## src/rtl/core/tok_pkg.sv

```systemverilog
// Shared types, constants, codepoint classifiers and other tokenizer helpers.
package tok_pkg;

  localparam int LEN_BITS = 16;
  localparam int Q_DEPTH = 8;
  localparam int Q_PTR_BITS = $clog2(Q_DEPTH);
  localparam int Q_CNT_BITS = $clog2(Q_DEPTH + 1);
  localparam int WR_PORTS = 3;

  localparam logic [1:0] UK_CLUSTER = 2'd0;
  localparam logic [1:0] UK_TAB = 2'd1;
  localparam logic [1:0] UK_CONTROL = 2'd2;
  localparam logic [1:0] UK_TRAIL = 2'd3;

  localparam logic [7:0] CH_BEL = 8'h07;
  localparam logic [7:0] CH_TAB = 8'h09;
  localparam logic [7:0] CH_ESC = 8'h1B;
  localparam logic [7:0] CH_DEL = 8'h7F;
  localparam logic [7:0] CH_SPACE = 8'h20;
  localparam logic [7:0] CH_LBRACKET = 8'h5B;
  localparam logic [7:0] CH_RBRACKET = 8'h5D;
  localparam logic [7:0] CH_LPAREN = 8'h28;
  localparam logic [7:0] CH_RPAREN = 8'h29;
  localparam logic [7:0] CH_HASH = 8'h23;
  localparam logic [7:0] CH_PERCENT = 8'h25;
  localparam logic [7:0] CH_BSLASH = 8'h5C;
  localparam logic [7:0] CSI_FINAL_LO = 8'h40;
  localparam logic [7:0] CSI_FINAL_HI = 8'h7E;

  localparam logic [20:0] CP_ZWJ = 21'h0200D;
  localparam logic [20:0] CP_VS16 = 21'h0FE0F;
  localparam logic [20:0] CP_KEYCAP = 21'h020E3;
  localparam logic [20:0] CP_EMOJI_LO = 21'h1F000;
  localparam logic [20:0] CP_RI_LO = 21'h1F1E6;
  localparam logic [20:0] CP_RI_HI = 21'h1F1FF;
  localparam logic [20:0] CP_MOD_LO = 21'h1F3FB;
  localparam logic [20:0] CP_MOD_HI = 21'h1F3FF;

  typedef enum logic [2:0] {
    PH_NONE, PH_ESC, PH_CSI, PH_OSC, PH_OSC_ESC, PH_CHARSET
  } esc_phase_t;

  typedef enum logic [1:0] {MD_NORMAL, MD_TAIL, MD_FINAL} tail_mode_t;

  typedef struct packed {
    logic [1:0] kind;
    logic [15:0] text;
    logic [15:0] esc;
    logic [1:0] cols;
    logic vis;
    logic pace;
    logic line_done;
    logic run_last;
  } unit_t;

  localparam int COMB_N = 46;
  localparam logic [41:0] COMB_TAB [COMB_N] = '{
    {21'h000AD, 21'h000AD}, {21'h00300, 21'h0036F}, {21'h00483, 21'h00489},
    {21'h00591, 21'h005BD}, {21'h005BF, 21'h005BF}, {21'h005C7, 21'h005C7},
    {21'h005C1, 21'h005C2}, {21'h005C4, 21'h005C5}, {21'h00610, 21'h0061A},
    {21'h0064B, 21'h0065F}, {21'h00670, 21'h00670}, {21'h006D6, 21'h006DC},
    {21'h006DF, 21'h006E4}, {21'h006E7, 21'h006E8}, {21'h006EA, 21'h006ED},
    {21'h00711, 21'h00711}, {21'h00730, 21'h0074A}, {21'h007A6, 21'h007B0},
    {21'h00900, 21'h00902}, {21'h0093A, 21'h0093A}, {21'h00941, 21'h00948},
    {21'h00962, 21'h00963}, {21'h01AB0, 21'h01AFF}, {21'h01DC0, 21'h01DFF},
    {21'h020D0, 21'h020FF}, {21'h0FE20, 21'h0FE2F}, {21'h00600, 21'h00605},
    {21'h0061C, 21'h0061C}, {21'h006DD, 21'h006DD}, {21'h0070F, 21'h0070F},
    {21'h00890, 21'h00891}, {21'h008E2, 21'h008E2}, {21'h0180E, 21'h0180E},
    {21'h0200B, 21'h0200F}, {21'h0202A, 21'h0202E}, {21'h02060, 21'h02064},
    {21'h02066, 21'h0206F}, {21'h0FEFF, 21'h0FEFF}, {21'h0FFF9, 21'h0FFFB},
    {21'h110BD, 21'h110BD}, {21'h110CD, 21'h110CD}, {21'h13430, 21'h1343F},
    {21'h1BCA0, 21'h1BCA3}, {21'h1D173, 21'h1D17A}, {21'hE0001, 21'hE0001},
    {21'hE0020, 21'hE007F}
  };

  localparam int WIDE_N = 54;
  localparam logic [41:0] WIDE_TAB [WIDE_N] = '{
    {21'h01100, 21'h0115F}, {21'h0A960, 21'h0A97C}, {21'h0AC00, 21'h0D7A3},
    {21'h0D7B0, 21'h0D7FF}, {21'h02E80, 21'h0303E}, {21'h03040, 21'h033BF},
    {21'h03400, 21'h04DBF}, {21'h04E00, 21'h0A4CF}, {21'h0F900, 21'h0FAFF},
    {21'h20000, 21'h3FFFF}, {21'h0FE10, 21'h0FE19}, {21'h0FE30, 21'h0FE6F},
    {21'h0FF01, 21'h0FF60}, {21'h0FFE0, 21'h0FFE6}, {21'h1B000, 21'h1B0FF},
    {21'h0231A, 21'h0231B}, {21'h02329, 21'h0232A}, {21'h023E9, 21'h023EC},
    {21'h023F0, 21'h023F0}, {21'h023F3, 21'h023F3}, {21'h025FD, 21'h025FE},
    {21'h02614, 21'h02615}, {21'h02630, 21'h02637}, {21'h02648, 21'h02653},
    {21'h0267F, 21'h0267F}, {21'h0268A, 21'h0268F}, {21'h02693, 21'h02693},
    {21'h026A1, 21'h026A1}, {21'h026AA, 21'h026AB}, {21'h026BD, 21'h026BE},
    {21'h026C4, 21'h026C5}, {21'h026CE, 21'h026CE}, {21'h026D4, 21'h026D4},
    {21'h026EA, 21'h026EA}, {21'h026F2, 21'h026F3}, {21'h026F5, 21'h026F5},
    {21'h026FA, 21'h026FA}, {21'h026FD, 21'h026FD}, {21'h02705, 21'h02705},
    {21'h0270A, 21'h0270B}, {21'h02728, 21'h02728}, {21'h0274C, 21'h0274C},
    {21'h0274E, 21'h0274E}, {21'h02753, 21'h02755}, {21'h02757, 21'h02757},
    {21'h02795, 21'h02797}, {21'h027B0, 21'h027B0}, {21'h027BF, 21'h027BF},
    {21'h02B1B, 21'h02B1C}, {21'h02B50, 21'h02B50}, {21'h02B55, 21'h02B55},
    {21'h1F004, 21'h1F9FF}, {21'h1F170, 21'h1F1FF}, {21'h1FA00, 21'h1FAFF}
  };

  function automatic logic is_comb(input logic [20:0] cp);
    logic hit;
    hit = 1'b0;
    for (int i = 0; i < COMB_N; i++) begin
      hit = hit | ((cp >= COMB_TAB[i][41:21]) && (cp <= COMB_TAB[i][20:0]));
    end
    return hit;
  endfunction

  function automatic logic is_wide(input logic [20:0] cp);
    logic hit;
    hit = 1'b0;
    for (int i = 0; i < WIDE_N; i++) begin
      hit = hit | ((cp >= WIDE_TAB[i][41:21]) && (cp <= WIDE_TAB[i][20:0]));
    end
    return hit;
  endfunction

  function automatic logic is_vs(input logic [20:0] cp);
    return ((cp >= 21'h0FE00) && (cp <= 21'h0FE0F)) ||
           ((cp >= 21'hE0100) && (cp <= 21'hE01EF));
  endfunction

  function automatic logic is_ri(input logic [20:0] cp);
    return (cp >= CP_RI_LO) && (cp <= CP_RI_HI);
  endfunction

  function automatic logic [2:0] lead_len(input logic [7:0] b);
    logic [2:0] n;
    if (b[7] == 1'b0) n = 3'd1;
    else if (b[7:5] == 3'b110) n = 3'd2;
    else if (b[7:4] == 4'b1110) n = 3'd3;
    else if (b[7:3] == 5'b11110) n = 3'd4;
    else n = 3'd1;
    return n;
  endfunction

  function automatic logic [20:0] decode(input logic [7:0] b0, input logic [7:0] b1,
                                         input logic [7:0] b2, input logic [7:0] b3,
                                         input logic [2:0] need);
    logic [20:0] cp;
    case (need)
      3'd2: cp = {10'd0, b0[4:0], b1[5:0]};
      3'd3: cp = {5'd0, b0[3:0], b1[5:0], b2[5:0]};
      3'd4: cp = {b0[2:0], b1[5:0], b2[5:0], b3[5:0]};
      default: cp = {13'd0, b0};
    endcase
    return cp;
  endfunction

  function automatic logic [15:0] sat_add(input logic [15:0] a, input logic [2:0] n);
    logic [16:0] s;
    s = {1'b0, a} + {14'd0, n};
    return s[16] ? 16'hFFFF : s[15:0];
  endfunction

  function automatic unit_t mk_unit(input logic [1:0] kind, input logic [15:0] text,
                                    input logic [15:0] esc, input logic [1:0] cols,
                                    input logic vis);
    unit_t u;
    u.kind = kind;
    u.text = text;
    u.esc = esc;
    u.cols = cols;
    u.vis = vis;
    u.pace = vis;
    u.line_done = 1'b0;
    u.run_last = 1'b0;
    return u;
  endfunction

endpackage

```

## src/rtl/core/terminal_unit_tokenizer_unit.sv

```systemverilog
// Top level of the terminal line tokenizer: byte queue in, unit queue out.
// Bytes are taken one per clock while the front end is not full. The last byte of a line
// holds the input while the front end walks the line tail (the byte plus up to three held
// UTF-8 bytes) one codepoint or escape byte at a time, and then while it closes the line.
// Units wait in an eight-entry queue, and input stalls while fewer than three entries are
// free. A unit is written to the queue with the item that completes it and appears on the
// output in the cycle after, later for line ends.
module terminal_unit_tokenizer_unit (
  input  logic clk,
  input  logic rst,
  input  logic push,
  output logic full,
  input  logic [7:0] data_byte,
  input  logic line_end,
  input  logic pop,
  output logic empty,
  output logic [1:0] unit_kind,
  output logic [15:0] text_length,
  output logic [15:0] escape_length,
  output logic [1:0] columns,
  output logic is_visible,
  output logic paces,
  output logic line_done,
  output logic run_last
);

  logic room;
  logic [1:0] wr_cnt;
  tok_pkg::unit_t wr_unit [tok_pkg::WR_PORTS];
  tok_pkg::unit_t head;

  tok_front u_front (
    .clk(clk), .rst(rst), .push(push), .full(full), .data_byte(data_byte),
    .line_end(line_end), .room(room), .wr_cnt(wr_cnt), .wr_unit(wr_unit)
  );

  tok_queue u_queue (
    .clk(clk), .rst(rst), .wr_cnt(wr_cnt), .wr_unit(wr_unit), .room(room),
    .pop(pop), .empty(empty), .head(head)
  );

  assign unit_kind = head.kind;
  assign text_length = head.text;
  assign escape_length = head.esc;
  assign columns = head.cols;
  assign is_visible = head.vis;
  assign paces = head.pace;
  assign line_done = head.line_done;
  assign run_last = head.run_last;

endmodule

```

## src/rtl/core/tok_front.sv

```systemverilog
// Front end: accepts bytes, tracks escapes and UTF-8, groups clusters and emits units.
module tok_front (
  input  logic clk,
  input  logic rst,
  input  logic push,
  output logic full,
  input  logic [7:0] data_byte,
  input  logic line_end,
  input  logic room,
  output logic [1:0] wr_cnt,
  output tok_pkg::unit_t wr_unit [tok_pkg::WR_PORTS]
);

  tok_pkg::tail_mode_t mode, mode_next;
  tok_pkg::esc_phase_t phase, phase_next;
  logic [15:0] esc_count, esc_count_next;
  logic [7:0] pbytes [3];
  logic [7:0] pbytes_next [3];
  logic [1:0] pcount, pcount_next;
  logic c_open, c_open_next;
  logic [15:0] c_bytes, c_bytes_next;
  logic c_emoji, c_emoji_next;
  logic [1:0] c_wsum, c_wsum_next;
  logic prev_ri, prev_ri_next;
  logic absorb, absorb_next;
  logic [7:0] tbuf [4];
  logic [7:0] tbuf_next [4];
  logic [2:0] tcnt, tcnt_next;
  tok_pkg::unit_t hold, hold_next;
  logic hold_valid, hold_valid_next;

  assign full = (mode != tok_pkg::MD_NORMAL) || !room;

  always_comb begin : engine
    logic accept;
    logic do_cp;
    logic do_esc;
    logic do_add;
    logic handled;
    logic step_end;
    logic is_final;
    logic [7:0] eb;
    logic [7:0] nb [4];
    logic [2:0] need;
    logic [20:0] cp;
    logic [2:0] n;
    logic [1:0] u_cnt;
    logic [1:0] nl;
    logic [2:0] wtmp;
    tok_pkg::unit_t u [2];
    tok_pkg::unit_t e [3];

    mode_next = mode;
    phase_next = phase;
    esc_count_next = esc_count;
    pbytes_next = pbytes;
    pcount_next = pcount;
    c_open_next = c_open;
    c_bytes_next = c_bytes;
    c_emoji_next = c_emoji;
    c_wsum_next = c_wsum;
    prev_ri_next = prev_ri;
    absorb_next = absorb;
    tbuf_next = tbuf;
    tcnt_next = tcnt;
    hold_next = hold;
    hold_valid_next = hold_valid;
    accept = push && !full;
    do_cp = 1'b0;
    do_esc = 1'b0;
    do_add = 1'b0;
    handled = 1'b0;
    step_end = 1'b0;
    is_final = 1'b0;
    eb = data_byte;
    need = 3'd1;
    cp = '0;
    n = 3'd1;
    u_cnt = 2'd0;
    u[0] = '0;
    u[1] = '0;
    nb[0] = (pcount == 2'd0) ? data_byte : pbytes[0];
    nb[1] = (pcount == 2'd1) ? data_byte : pbytes[1];
    nb[2] = (pcount == 2'd2) ? data_byte : pbytes[2];
    nb[3] = (pcount == 2'd3) ? data_byte : 8'd0;

    if (mode == tok_pkg::MD_NORMAL) begin
      if (accept && line_end) begin
        tbuf_next = nb;
        tcnt_next = {1'b0, pcount} + 3'd1;
        pcount_next = 2'd0;
        mode_next = tok_pkg::MD_TAIL;
      end else if (accept) begin
        step_end = 1'b1;
        if (phase != tok_pkg::PH_NONE) begin
          do_esc = 1'b1;
        end else if (pcount != 2'd0) begin
          need = tok_pkg::lead_len(pbytes[0]);
          if ({1'b0, pcount} + 3'd1 >= need) begin
            cp = tok_pkg::decode(nb[0], nb[1], nb[2], nb[3], need);
            n = need;
            do_cp = 1'b1;
            pcount_next = 2'd0;
          end else begin
            pbytes_next[pcount] = data_byte;
            pcount_next = pcount + 2'd1;
          end
        end else if (tok_pkg::lead_len(data_byte) == 3'd1) begin
          cp = {13'd0, data_byte};
          do_cp = 1'b1;
        end else begin
          pbytes_next[0] = data_byte;
          pcount_next = 2'd1;
        end
      end
    end else if (mode == tok_pkg::MD_TAIL && room) begin
      if (phase != tok_pkg::PH_NONE) begin
        do_esc = 1'b1;
        eb = tbuf[0];
      end else begin
        need = tok_pkg::lead_len(tbuf[0]);
        if (need == 3'd1 || need > tcnt) begin
          cp = {13'd0, tbuf[0]};
        end else begin
          cp = tok_pkg::decode(tbuf[0], tbuf[1], tbuf[2], tbuf[3], need);
          n = need;
        end
        do_cp = 1'b1;
      end
      case (n)
        3'd1: tbuf_next = '{tbuf[1], tbuf[2], tbuf[3], 8'd0};
        3'd2: tbuf_next = '{tbuf[2], tbuf[3], 8'd0, 8'd0};
        3'd3: tbuf_next = '{tbuf[3], 8'd0, 8'd0, 8'd0};
        default: tbuf_next = '{8'd0, 8'd0, 8'd0, 8'd0};
      endcase
      tcnt_next = (tcnt > n) ? (tcnt - n) : 3'd0;
      if (tcnt <= n) mode_next = tok_pkg::MD_FINAL;
    end else if (mode == tok_pkg::MD_FINAL && room) begin
      step_end = 1'b1;
      is_final = 1'b1;
      if (c_open) begin
        u[0] = tok_pkg::mk_unit(tok_pkg::UK_CLUSTER, c_bytes, esc_count,
                                c_emoji ? 2'd2 : ((c_wsum != 2'd0) ? c_wsum : 2'd1), 1'b1);
        u_cnt = 2'd1;
      end else if (esc_count != 16'd0) begin
        u[0] = tok_pkg::mk_unit(tok_pkg::UK_TRAIL, 16'd0, esc_count, 2'd0, 1'b0);
        u_cnt = 2'd1;
      end
      phase_next = tok_pkg::PH_NONE;
      esc_count_next = 16'd0;
      pcount_next = 2'd0;
      c_open_next = 1'b0;
      c_bytes_next = 16'd0;
      c_emoji_next = 1'b0;
      c_wsum_next = 2'd0;
      prev_ri_next = 1'b0;
      absorb_next = 1'b0;
      mode_next = tok_pkg::MD_NORMAL;
    end

    if (do_esc) begin
      esc_count_next = tok_pkg::sat_add(esc_count, 3'd1);
      unique case (phase)
        tok_pkg::PH_ESC: begin
          if (eb == tok_pkg::CH_LBRACKET) phase_next = tok_pkg::PH_CSI;
          else if (eb == tok_pkg::CH_RBRACKET) phase_next = tok_pkg::PH_OSC;
          else if (eb == tok_pkg::CH_LPAREN || eb == tok_pkg::CH_RPAREN ||
                   eb == tok_pkg::CH_HASH || eb == tok_pkg::CH_PERCENT)
            phase_next = tok_pkg::PH_CHARSET;
          else phase_next = tok_pkg::PH_NONE;
        end
        tok_pkg::PH_CSI: begin
          if (eb >= tok_pkg::CSI_FINAL_LO && eb <= tok_pkg::CSI_FINAL_HI)
            phase_next = tok_pkg::PH_NONE;
        end
        tok_pkg::PH_OSC_ESC: begin
          if (eb == tok_pkg::CH_BSLASH || eb == tok_pkg::CH_BEL) phase_next = tok_pkg::PH_NONE;
          else if (eb != tok_pkg::CH_ESC) phase_next = tok_pkg::PH_OSC;
        end
        tok_pkg::PH_OSC: begin
          if (eb == tok_pkg::CH_BEL) phase_next = tok_pkg::PH_NONE;
          else if (eb == tok_pkg::CH_ESC) phase_next = tok_pkg::PH_OSC_ESC;
        end
        default: phase_next = tok_pkg::PH_NONE;
      endcase
    end

    if (do_cp) begin
      if (c_open) begin
        if (absorb) begin
          do_add = 1'b1;
          absorb_next = 1'b0;
          prev_ri_next = tok_pkg::is_ri(cp);
          handled = 1'b1;
        end else if (cp == tok_pkg::CP_ZWJ) begin
          do_add = 1'b1;
          absorb_next = 1'b1;
          prev_ri_next = 1'b0;
          handled = 1'b1;
        end else if (tok_pkg::is_comb(cp) || tok_pkg::is_vs(cp) ||
                     (cp >= tok_pkg::CP_MOD_LO && cp <= tok_pkg::CP_MOD_HI) ||
                     cp == tok_pkg::CP_KEYCAP || (prev_ri && tok_pkg::is_ri(cp))) begin
          do_add = 1'b1;
          prev_ri_next = tok_pkg::is_ri(cp);
          handled = 1'b1;
        end else begin
          u[0] = tok_pkg::mk_unit(tok_pkg::UK_CLUSTER, c_bytes, esc_count_next,
                                  c_emoji ? 2'd2 : ((c_wsum != 2'd0) ? c_wsum : 2'd1), 1'b1);
          u_cnt = 2'd1;
          esc_count_next = 16'd0;
          c_open_next = 1'b0;
          c_bytes_next = 16'd0;
          c_emoji_next = 1'b0;
          c_wsum_next = 2'd0;
          prev_ri_next = 1'b0;
          absorb_next = 1'b0;
        end
      end
      if (!handled) begin
        if (n == 3'd1 && cp == {13'd0, tok_pkg::CH_ESC}) begin
          phase_next = tok_pkg::PH_ESC;
          esc_count_next = tok_pkg::sat_add(esc_count_next, 3'd1);
        end else if (n == 3'd1 && cp == {13'd0, tok_pkg::CH_TAB}) begin
          u[u_cnt[0]] = tok_pkg::mk_unit(tok_pkg::UK_TAB, 16'd1, esc_count_next, 2'd1, 1'b1);
          u_cnt = u_cnt + 2'd1;
          esc_count_next = 16'd0;
        end else if (n == 3'd1 && (cp < {13'd0, tok_pkg::CH_SPACE} ||
                                   cp == {13'd0, tok_pkg::CH_DEL})) begin
          u[u_cnt[0]] = tok_pkg::mk_unit(tok_pkg::UK_CONTROL, 16'd1, esc_count_next,
                                         2'd0, 1'b0);
          u_cnt = u_cnt + 2'd1;
          esc_count_next = 16'd0;
        end else begin
          c_open_next = 1'b1;
          c_bytes_next = 16'd0;
          c_emoji_next = 1'b0;
          c_wsum_next = 2'd0;
          absorb_next = 1'b0;
          do_add = 1'b1;
          prev_ri_next = tok_pkg::is_ri(cp);
        end
      end
      if (do_add) begin
        c_bytes_next = tok_pkg::sat_add(c_bytes_next, n);
        if (cp == tok_pkg::CP_VS16 || cp == tok_pkg::CP_ZWJ || cp >= tok_pkg::CP_EMOJI_LO)
          c_emoji_next = 1'b1;
        if (!(tok_pkg::is_comb(cp) || tok_pkg::is_vs(cp) || cp == tok_pkg::CP_ZWJ)) begin
          wtmp = {1'b0, c_wsum_next} + (tok_pkg::is_wide(cp) ? 3'd2 : 3'd1);
          c_wsum_next = (wtmp > 3'd2) ? 2'd2 : wtmp[1:0];
        end
      end
    end

    if (hold_valid) begin
      e[0] = hold;
      e[1] = u[0];
      e[2] = u[1];
    end else begin
      e[0] = u[0];
      e[1] = u[1];
      e[2] = '0;
    end
    nl = {1'b0, hold_valid} + u_cnt;
    wr_cnt = 2'd0;
    if (step_end) begin
      wr_cnt = nl;
      hold_valid_next = 1'b0;
      for (int i = 0; i < tok_pkg::WR_PORTS; i++) begin
        if (nl != 2'd0 && i == int'(nl) - 1) begin
          e[i].run_last = 1'b1;
          e[i].line_done = is_final;
        end
      end
    end else if (nl != 2'd0) begin
      wr_cnt = nl - 2'd1;
      hold_valid_next = 1'b1;
      hold_next = e[nl - 2'd1];
    end
    wr_unit = e;
  end

  always_ff @(posedge clk) begin
    if (rst) begin
      mode <= tok_pkg::MD_NORMAL;
      phase <= tok_pkg::PH_NONE;
      esc_count <= 16'd0;
      pcount <= 2'd0;
      c_open <= 1'b0;
      c_bytes <= 16'd0;
      c_emoji <= 1'b0;
      c_wsum <= 2'd0;
      prev_ri <= 1'b0;
      absorb <= 1'b0;
      tcnt <= 3'd0;
      hold_valid <= 1'b0;
    end else begin
      mode <= mode_next;
      phase <= phase_next;
      esc_count <= esc_count_next;
      pcount <= pcount_next;
      c_open <= c_open_next;
      c_bytes <= c_bytes_next;
      c_emoji <= c_emoji_next;
      c_wsum <= c_wsum_next;
      prev_ri <= prev_ri_next;
      absorb <= absorb_next;
      tcnt <= tcnt_next;
      hold_valid <= hold_valid_next;
    end
    pbytes <= pbytes_next;
    tbuf <= tbuf_next;
    hold <= hold_next;
  end

endmodule

```

## src/rtl/core/tok_queue.sv

```systemverilog
// Back end: result queue that takes up to three units a cycle and hands out one.
module tok_queue (
  input  logic clk,
  input  logic rst,
  input  logic [1:0] wr_cnt,
  input  tok_pkg::unit_t wr_unit [tok_pkg::WR_PORTS],
  output logic room,
  input  logic pop,
  output logic empty,
  output tok_pkg::unit_t head
);

  tok_pkg::unit_t mem [tok_pkg::Q_DEPTH];
  logic [tok_pkg::Q_PTR_BITS-1:0] wptr, rptr;
  logic [tok_pkg::Q_CNT_BITS-1:0] count, count_next;
  logic take;

  assign empty = (count == '0);
  assign take = pop && !empty;
  assign head = mem[rptr];
  assign room = (count <= tok_pkg::Q_CNT_BITS'(tok_pkg::Q_DEPTH - tok_pkg::WR_PORTS));
  assign count_next = count + tok_pkg::Q_CNT_BITS'(wr_cnt) - tok_pkg::Q_CNT_BITS'(take);

  always_ff @(posedge clk) begin
    if (rst) begin
      wptr <= '0;
      rptr <= '0;
      count <= '0;
    end else begin
      wptr <= wptr + tok_pkg::Q_PTR_BITS'(wr_cnt);
      rptr <= rptr + tok_pkg::Q_PTR_BITS'(take);
      count <= count_next;
    end
    for (int i = 0; i < tok_pkg::WR_PORTS; i++) begin
      if (i < int'(wr_cnt)) mem[wptr + tok_pkg::Q_PTR_BITS'(i)] <= wr_unit[i];
    end
  end

endmodule

```

## config.mk

```make
export PLATFORM = sky130hd
export DESIGN_NAME = terminal_unit_tokenizer_unit
export DESIGN_NICKNAME = d
export VERILOG_FILES = /design/src/rtl/core/tok_pkg.sv /design/src/rtl/core/terminal_unit_tokenizer_unit.sv /design/src/rtl/core/tok_front.sv /design/src/rtl/core/tok_queue.sv
export SDC_FILE = /design/constraint.sdc
export NUM_CORES = 1
export LEC_CHECK = 0
export BUFFER_PORTS_ARGS = -buffer_cell sky130_fd_sc_hd__buf_4
export CAP_MARGIN = 20
export CORE_ASPECT_RATIO = 1.75
export CORE_MARGIN = 1.5
export CORE_UTILIZATION = 60
export DETAILED_ROUTE_END_ITERATION = 8
export PLACE_DENSITY = 0.86
export SYNTH_ARGS = -nofsm -noshare
export SYNTH_HDL_FRONTEND = slang
export SYNTH_SLANG_ARGS = --single-unit
```

## constraint.sdc

```tcl
create_clock -name clk -period 22 [get_ports clk]
set_input_delay 1.1 -clock clk [delete_from_list [all_inputs] [get_ports clk]]
set_output_delay 1.1 -clock clk [all_outputs]
set_load 0.02 [all_outputs]
```

==> run_summary.xml, run 1 <==
<?xml version="1.0" encoding="UTF-8"?>
<metrics>
  <group name="clock_tree">
    <metric name="total_cts_buffers" unit="">42</metric>
    <metric name="clk_root_buffer_cell" unit="">clkbuf_16</metric>
    <metric name="htree_levels" unit="">2</metric>
    <metric name="cts.sink_count" unit="">475</metric>
    <metric name="ctsResizeCount" unit="">0</metric>
    <metric name="clk_path_buf_depth" unit="">3</metric>
    <metric name="cts_post_setup_buffers_inserted" unit="">0</metric>
    <metric name="postCtsHoldBufs" unit="">0</metric>
  </group>
  <group name="floorplanning">
    <metric name="die_span_in_x" unit="um">187</metric>
    <metric name="die_height" unit="um">325</metric>
    <metric name="fp-row-count" unit="">118</metric>
    <metric name="io_pins" unit="">55</metric>
    <metric name="initial_core_util" unit="%">60.5</metric>
  </group>
  <group name="logic_synthesis">
    <metric name="post_synth.cell_area_avg" unit="sq um">8.75</metric>
    <metric name="number_of_cells_produced_by_synthesis" unit="">4069</metric>
    <metric name="compound_gate_fraction_of_synth_area" unit="%">23.5</metric>
    <metric name="number_of_enable_type_register_cells_in_the_synthesized_netlist" unit="">416</metric>
    <metric name="ys_async_sr_fraction" unit="%">0</metric>
    <metric name="ys_seq_area_share" unit="%">38.4</metric>
    <metric name="synth_seq_cells" unit="">475</metric>
    <metric name="synth.area.mux_share" unit="%">8.40</metric>
    <metric name="post_synth_num_cell_types" unit="">122</metric>
    <metric name="xor_xnor_portion_of_the_synthesized_cell_area" unit="%">0.513</metric>
    <metric name="synth_top_family_by_area" unit="">compound AO/OA/AOI/OAI gates</metric>
    <metric name="postSynthNetCount" unit="">4124</metric>
    <metric name="post_synth_instance_area" unit="sq um">35600</metric>
    <metric name="yosys_most_used_dff" unit="">edfxtp_1</metric>
    <metric name="yosys.area_share.adder" unit="%">1.58</metric>
    <metric name="yosysWarnings" unit="">0</metric>
    <metric name="synthSimpleGateAreaFrac" unit="%">22.8</metric>
  </group>
  <group name="global_route">
    <metric name="globalRouteOverflowTotal" unit="">486</metric>
    <metric name="maximum_number_of_pins_on_one_net_before_global_route_repair" unit="">86</metric>
    <metric name="grt.total_usage" unit="%">74.8</metric>
    <metric name="first_global_vias" unit="">43500</metric>
    <metric name="grt_first_pass_wirelength" unit="mm">337</metric>
  </group>
  <group name="outcome">
    <metric name="run.stop_error" unit="">[ERROR GRT-0116] Global routing finished with congestion. Check the congestion regions in the DRC Viewer.</metric>
    <metric name="outcome.stop_stage" unit="">5_1_grt</metric>
    <metric name="status" unit="">aborted with a tool error</metric>
  </group>
  <group name="place">
    <metric name="routability_congestion_estimate" unit="">1.31</metric>
    <metric name="hpwl" unit="mm">132</metric>
    <metric name="port-buffer-count" unit="">54</metric>
    <metric name="dpl-instance-area" unit="sq um">36800</metric>
  </group>
</metrics>
-- metrics by stage --
step                      std cells  worst slack (ps)
after floorplan                4069             11440
after global placement         4694             10110
after detailed placement       4698              9820
after CTS                      4772              9770
-- layer usage --
layer,global-route usage (%),overflow
met1,71.9,2
met2,94.6,297
met5,25.6,1
met3,57.1,1
met4,78.5,185
-- cell families after synthesis --
family                     count (synthesis)
adders and majority gates                 42
DFF                                      475
and+or+nand+nor                         1674
xor gates and xnor gates                  20
buffers and inverters                    424
muxes                                    192
AOI/OAI and AO/OA                       1242
-- synthesized netlist by cell type (all sizes together) (50+ instances only) --
master / number / area share [%]
nand3: 227 / 3.3
and2: 53 / 0.93
nand4: 94 / 1.7
mux2: 52 / 1.7
nor3: 138 / 2.1
o22ai: 50 / 0.88
mux4: 80 / 5.1
buf: 119 / 1.7
dfxtp: 59 / 3.3
and3: 50 / 0.88
a21oi: 297 / 4.4
o21ai: 339 / 4.8
inv: 77 / 0.82
a31oi: 74 / 1.3
nand2: 608 / 6.4
nor4: 59 / 1.2
mux2i: 60 / 1.7
clkbuf: 227 / 2.4
edfxtp: 416 / 35
nor2: 301 / 3.2
==> run 2: changes to the inputs <==
Settings changed: CORE_ASPECT_RATIO 1.75 to default, CORE_UTILIZATION 60 to 40, PLACE_DENSITY 0.86 to default, PLACE_DENSITY_LB_ADDON from default to 0.15.
==> run 2 against run 1 <==
  * The run now ends clean
  * Area after synthesis unchanged
  * Synthesized cell count unchanged
==> run_summary.xml, run 2 <==
<?xml version="1.0" encoding="UTF-8"?>
<metrics>
  <group name="cells_and_area">
    <metric name="syn2layout_area_growth" unit="%">10.1</metric>
    <metric name="layout.cells.most_common" unit="">nand2_1</metric>
    <metric name="final_cell_mix" unit="">nand2_1, edfxtp_1, o21ai_0</metric>
    <metric name="max_flop_register" unit="">u_queue.mem</metric>
    <metric name="fin_nets" unit="">4022</metric>
    <metric name="fraction_of_the_core_area_covered_by_cells_at_the_end_of_the_flow" unit="%">44.4</metric>
    <metric name="largest_register_ffs" unit="">320</metric>
    <metric name="n_antenna_cell" unit="">0</metric>
    <metric name="stdcell_count" unit="">5177</metric>
    <metric name="biggestRegsByFlops" unit="">u_queue.mem (320), u_front.hold (40), u_front.tbuf (32)</metric>
    <metric name="layout_cell_share_with_drive_strength_beyond_1" unit="%">13.7</metric>
  </group>
  <group name="routing">
    <metric name="detailedRoute.firstPassIterationCount" unit="">7</metric>
    <metric name="vias_per_cell" unit="">6.98</metric>
    <metric name="route.vias.total" unit="">36100</metric>
    <metric name="post_drt_wl_per_cell" unit="um">32.6</metric>
    <metric name="totalWireLength" unit="mm">169</metric>
    <metric name="drc_errors" unit="">0</metric>
    <metric name="drtAntennaViolNets" unit="">0</metric>
    <metric name="1st_iter_drt_viols" unit="">5138</metric>
  </group>
  <group name="clock_tree">
    <metric name="total_cts_buffers" unit="">55</metric>
    <metric name="clk_path_buf_depth" unit="">3</metric>
    <metric name="clk_pin_slew_worst_paths" unit="ps">60</metric>
    <metric name="cts_post_setup_buffers_inserted" unit="">0</metric>
    <metric name="clk_root_buffer_cell" unit="">clkbuf_16</metric>
    <metric name="ctsResizeCount" unit="">0</metric>
    <metric name="clock_latency_of_the_later_clocked_register_in_the_worst_skew_pair" unit="ps">670</metric>
    <metric name="htree_levels" unit="">2</metric>
    <metric name="tritoncts" unit="">yes</metric>
    <metric name="postCtsHoldBufs" unit="">0</metric>
    <metric name="cts.sink_count" unit="">475</metric>
  </group>
  <group name="logic_synthesis">
    <metric name="postSynthNetCount" unit="">4124</metric>
    <metric name="post_synth_num_cell_types" unit="">122</metric>
    <metric name="most_numerous_cell_types_in_the_synthesized_netlist" unit="">nand2_1, edfxtp_1, o21ai_0, nor2_1, a21oi_1</metric>
    <metric name="netlist_top_cells_area" unit="">edfxtp_1, nand2_1, mux4_2</metric>
    <metric name="number_of_cells_produced_by_synthesis" unit="">4069</metric>
    <metric name="number_of_enable_type_register_cells_in_the_synthesized_netlist" unit="">416</metric>
    <metric name="post_synth_instance_area" unit="sq um">35600</metric>
    <metric name="synthDominantCellAreaShare" unit="%">35.1</metric>
    <metric name="synth_seq_cells" unit="">475</metric>
    <metric name="yosysWarnings" unit="">0</metric>
    <metric name="dominant_cell_by_count_in_the_synthesized_netlist" unit="">nand2_1</metric>
    <metric name="ys_async_sr_fraction" unit="%">0</metric>
    <metric name="yosys_most_used_dff" unit="">edfxtp_1</metric>
    <metric name="post_synth.cell_area_avg" unit="sq um">8.75</metric>
    <metric name="synthDominantAreaCellType" unit="">edfxtp_1</metric>
    <metric name="ys_seq_area_share" unit="%">38.4</metric>
  </group>
  <group name="floorplanning">
    <metric name="fp-row-count" unit="">109</metric>
    <metric name="die_height" unit="um">301</metric>
    <metric name="die_area" unit="sq um">90900</metric>
    <metric name="initial_core_util" unit="%">40.3</metric>
    <metric name="fp.coreArea" unit="sq um">88400</metric>
    <metric name="die_span_in_x" unit="um">301</metric>
    <metric name="io_pins" unit="">55</metric>
  </group>
  <group name="global_route">
    <metric name="globalRouteOverflowTotal" unit="">0</metric>
    <metric name="antenna_found_initial" unit="">3</metric>
    <metric name="grt_first_pass_wirelength" unit="mm">243</metric>
    <metric name="maximum_number_of_pins_on_one_net_before_global_route_repair" unit="">91</metric>
    <metric name="grt.total_usage" unit="%">36.4</metric>
    <metric name="first_global_vias" unit="">33700</metric>
  </group>
  <group name="pwr">
    <metric name="cell_leakage_power" unit="nW">12.7</metric>
    <metric name="p_comb_share" unit="%">45.7</metric>
    <metric name="p_int" unit="mW">2.45</metric>
    <metric name="power.switching_fraction" unit="%">43.2</metric>
    <metric name="p_switching" unit="mW">1.86</metric>
    <metric name="pwr-share-clk" unit="%">23.2</metric>
    <metric name="power.density" unit="nW/um^2">110</metric>
    <metric name="vdd_drop_max" unit="mV">0.107</metric>
    <metric name="power.sequential.fraction" unit="%">31.1</metric>
  </group>
  <group name="worst_setup_path">
    <metric name="worst-endpoint-arrival" unit="ps">12380</metric>
    <metric name="critical_path_peak_fanout" unit="">83</metric>
    <metric name="setup.worst_path.start_class" unit="">flop</metric>
    <metric name="reg2reg_slack" unit="ps">9980</metric>
    <metric name="critPathCaptureType" unit="">flop</metric>
    <metric name="critPathMaxStageDelay" unit="ps">920</metric>
    <metric name="cpMaxStageDelayCell" unit="">edfxtp_1</metric>
    <metric name="timing_worst_setup_path_type" unit="">flop to flop</metric>
    <metric name="count_of_cells_along_the_worst_register_to_register_path" unit="">30</metric>
    <metric name="worstPathRequired" unit="ps">22370</metric>
  </group>
  <group name="timing">
    <metric name="total_count_of_max_transition_violations_in_the_final_report" unit="">0</metric>
    <metric name="rsz0062_at_grt" unit="">false</metric>
    <metric name="finalCriticalPeriod" unit="ps">12020</metric>
    <metric name="postLayoutSetupSlackWorst" unit="ps">9980</metric>
    <metric name="max_clock_freq" unit="GHz">0.0832</metric>
    <metric name="finalClockSkew" unit="ps">22.0</metric>
    <metric name="timing.max_slew.rel_slack" unit="%">16.7</metric>
    <metric name="timing.final.hold_violations" unit="">0</metric>
    <metric name="timing.final.setup_violations" unit="">0</metric>
    <metric name="tightest_slew" unit="ps">1240</metric>
    <metric name="fin_setup_tns" unit="ps">0</metric>
    <metric name="min_period_over_period" unit="%">54.6</metric>
  </group>
  <group name="place">
    <metric name="port-buffer-count" unit="">54</metric>
    <metric name="routability_congestion_estimate" unit="">1.08</metric>
    <metric name="worst_slack_at_placement" unit="ps">10410</metric>
    <metric name="dp_cells" unit="">5072</metric>
    <metric name="hpwl" unit="mm">118</metric>
  </group>
  <group name="worst_hold_path">
    <metric name="timing.hold.worst_path_depth" unit="">2</metric>
    <metric name="hp-class" unit="">flop to flop</metric>
  </group>
  <group name="outcome">
    <metric name="status" unit="">finished, final reports clean</metric>
  </group>
  <group name="flow_run">
    <metric name="drv_cap" unit="">0</metric>
  </group>
</metrics>
run 2: cell counts after synthesis:
Identical to the previous run, type by type.
run 2: stage by stage:
stage	hold WS [ps]	area [sq um]	power (mW)
2_1_floorplan	448	35600	2.58
3_3_place_gp	455	37200	3.28
3_5_place_dp	471	37200	3.27
4_1_cts	479	39200	4.28
5_1_grt	501	39200	4.49
6_report	473	39200	4.31
run 2: worst paths after layout:
| check | start | to |
|---|---|---|
| setup / recovery | u_front.tbuf[28]$_DFFE_PP_ | u_queue.mem[7][7]$_DFFE_PP_ |
| hold reg to reg | u_front.c_wsum[0]$_SDFF_PP0_ | u_front.c_wsum[0]$_SDFF_PP0_ |
| hold / removal | u_front.c_wsum[0]$_SDFF_PP0_ | u_front.c_wsum[0]$_SDFF_PP0_ |
| setup reg to reg | u_front.tbuf[28]$_DFFE_PP_ | u_queue.mem[7][7]$_DFFE_PP_ |
run 2: cell families after synthesis:
logic type,Yosys count,share of synthesized area (%)
fa+ha+maj,42,1.58
xor+xnor,20,0.513
simple gates,1674,22.8
buf+inv,424,4.88
mux,192,8.40
flops,475,38.4
compound gates,1242,23.5
run 2: power groups by stage:
stage	Sequential, mW	Clock [mW]	Combinational, mW
floorplan	1.27	0	1.31
global placement	1.35	0	1.92
detailed placement	1.35	0	1.92
CTS	1.33	1.01	1.93
global route	1.35	1.04	2.09
finish	1.34	0.999	1.97
run 2: area by class of cell:
cell class / instances / area, sq um
fill: 8732 / 49100
timing repair buffer: 187 / 1400
multi-input combinational: 3170 / 20400
tap: 1165 / 1460
inverter: 78 / 295
clock buffer: 70 / 1520
sequential: 475 / 13700
clock inverter: 32 / 432
run 2: per-layer routing:
layer / wire [um] / up-vias / GRT usage, %
met5: 40 / - / 0
met4: 10200 / 6 / 18.7
met3: 17700 / 596 / 8.64
met2: 75000 / 2373 / 56.4
met1: 65700 / 17700 / 47.1
li1: - / 15500 / -
run 2: critical path: cells and delay by family, from the launching register on:
family                     cells  cell delay (ps)
buffers and inverters          5             1360
and+or+nand+nor                9             2430
DFF                            1              920
adders and majority gates      4             1760
AOI/OAI and AO/OA             12             5150
Power figures use the tool's default switching activity.
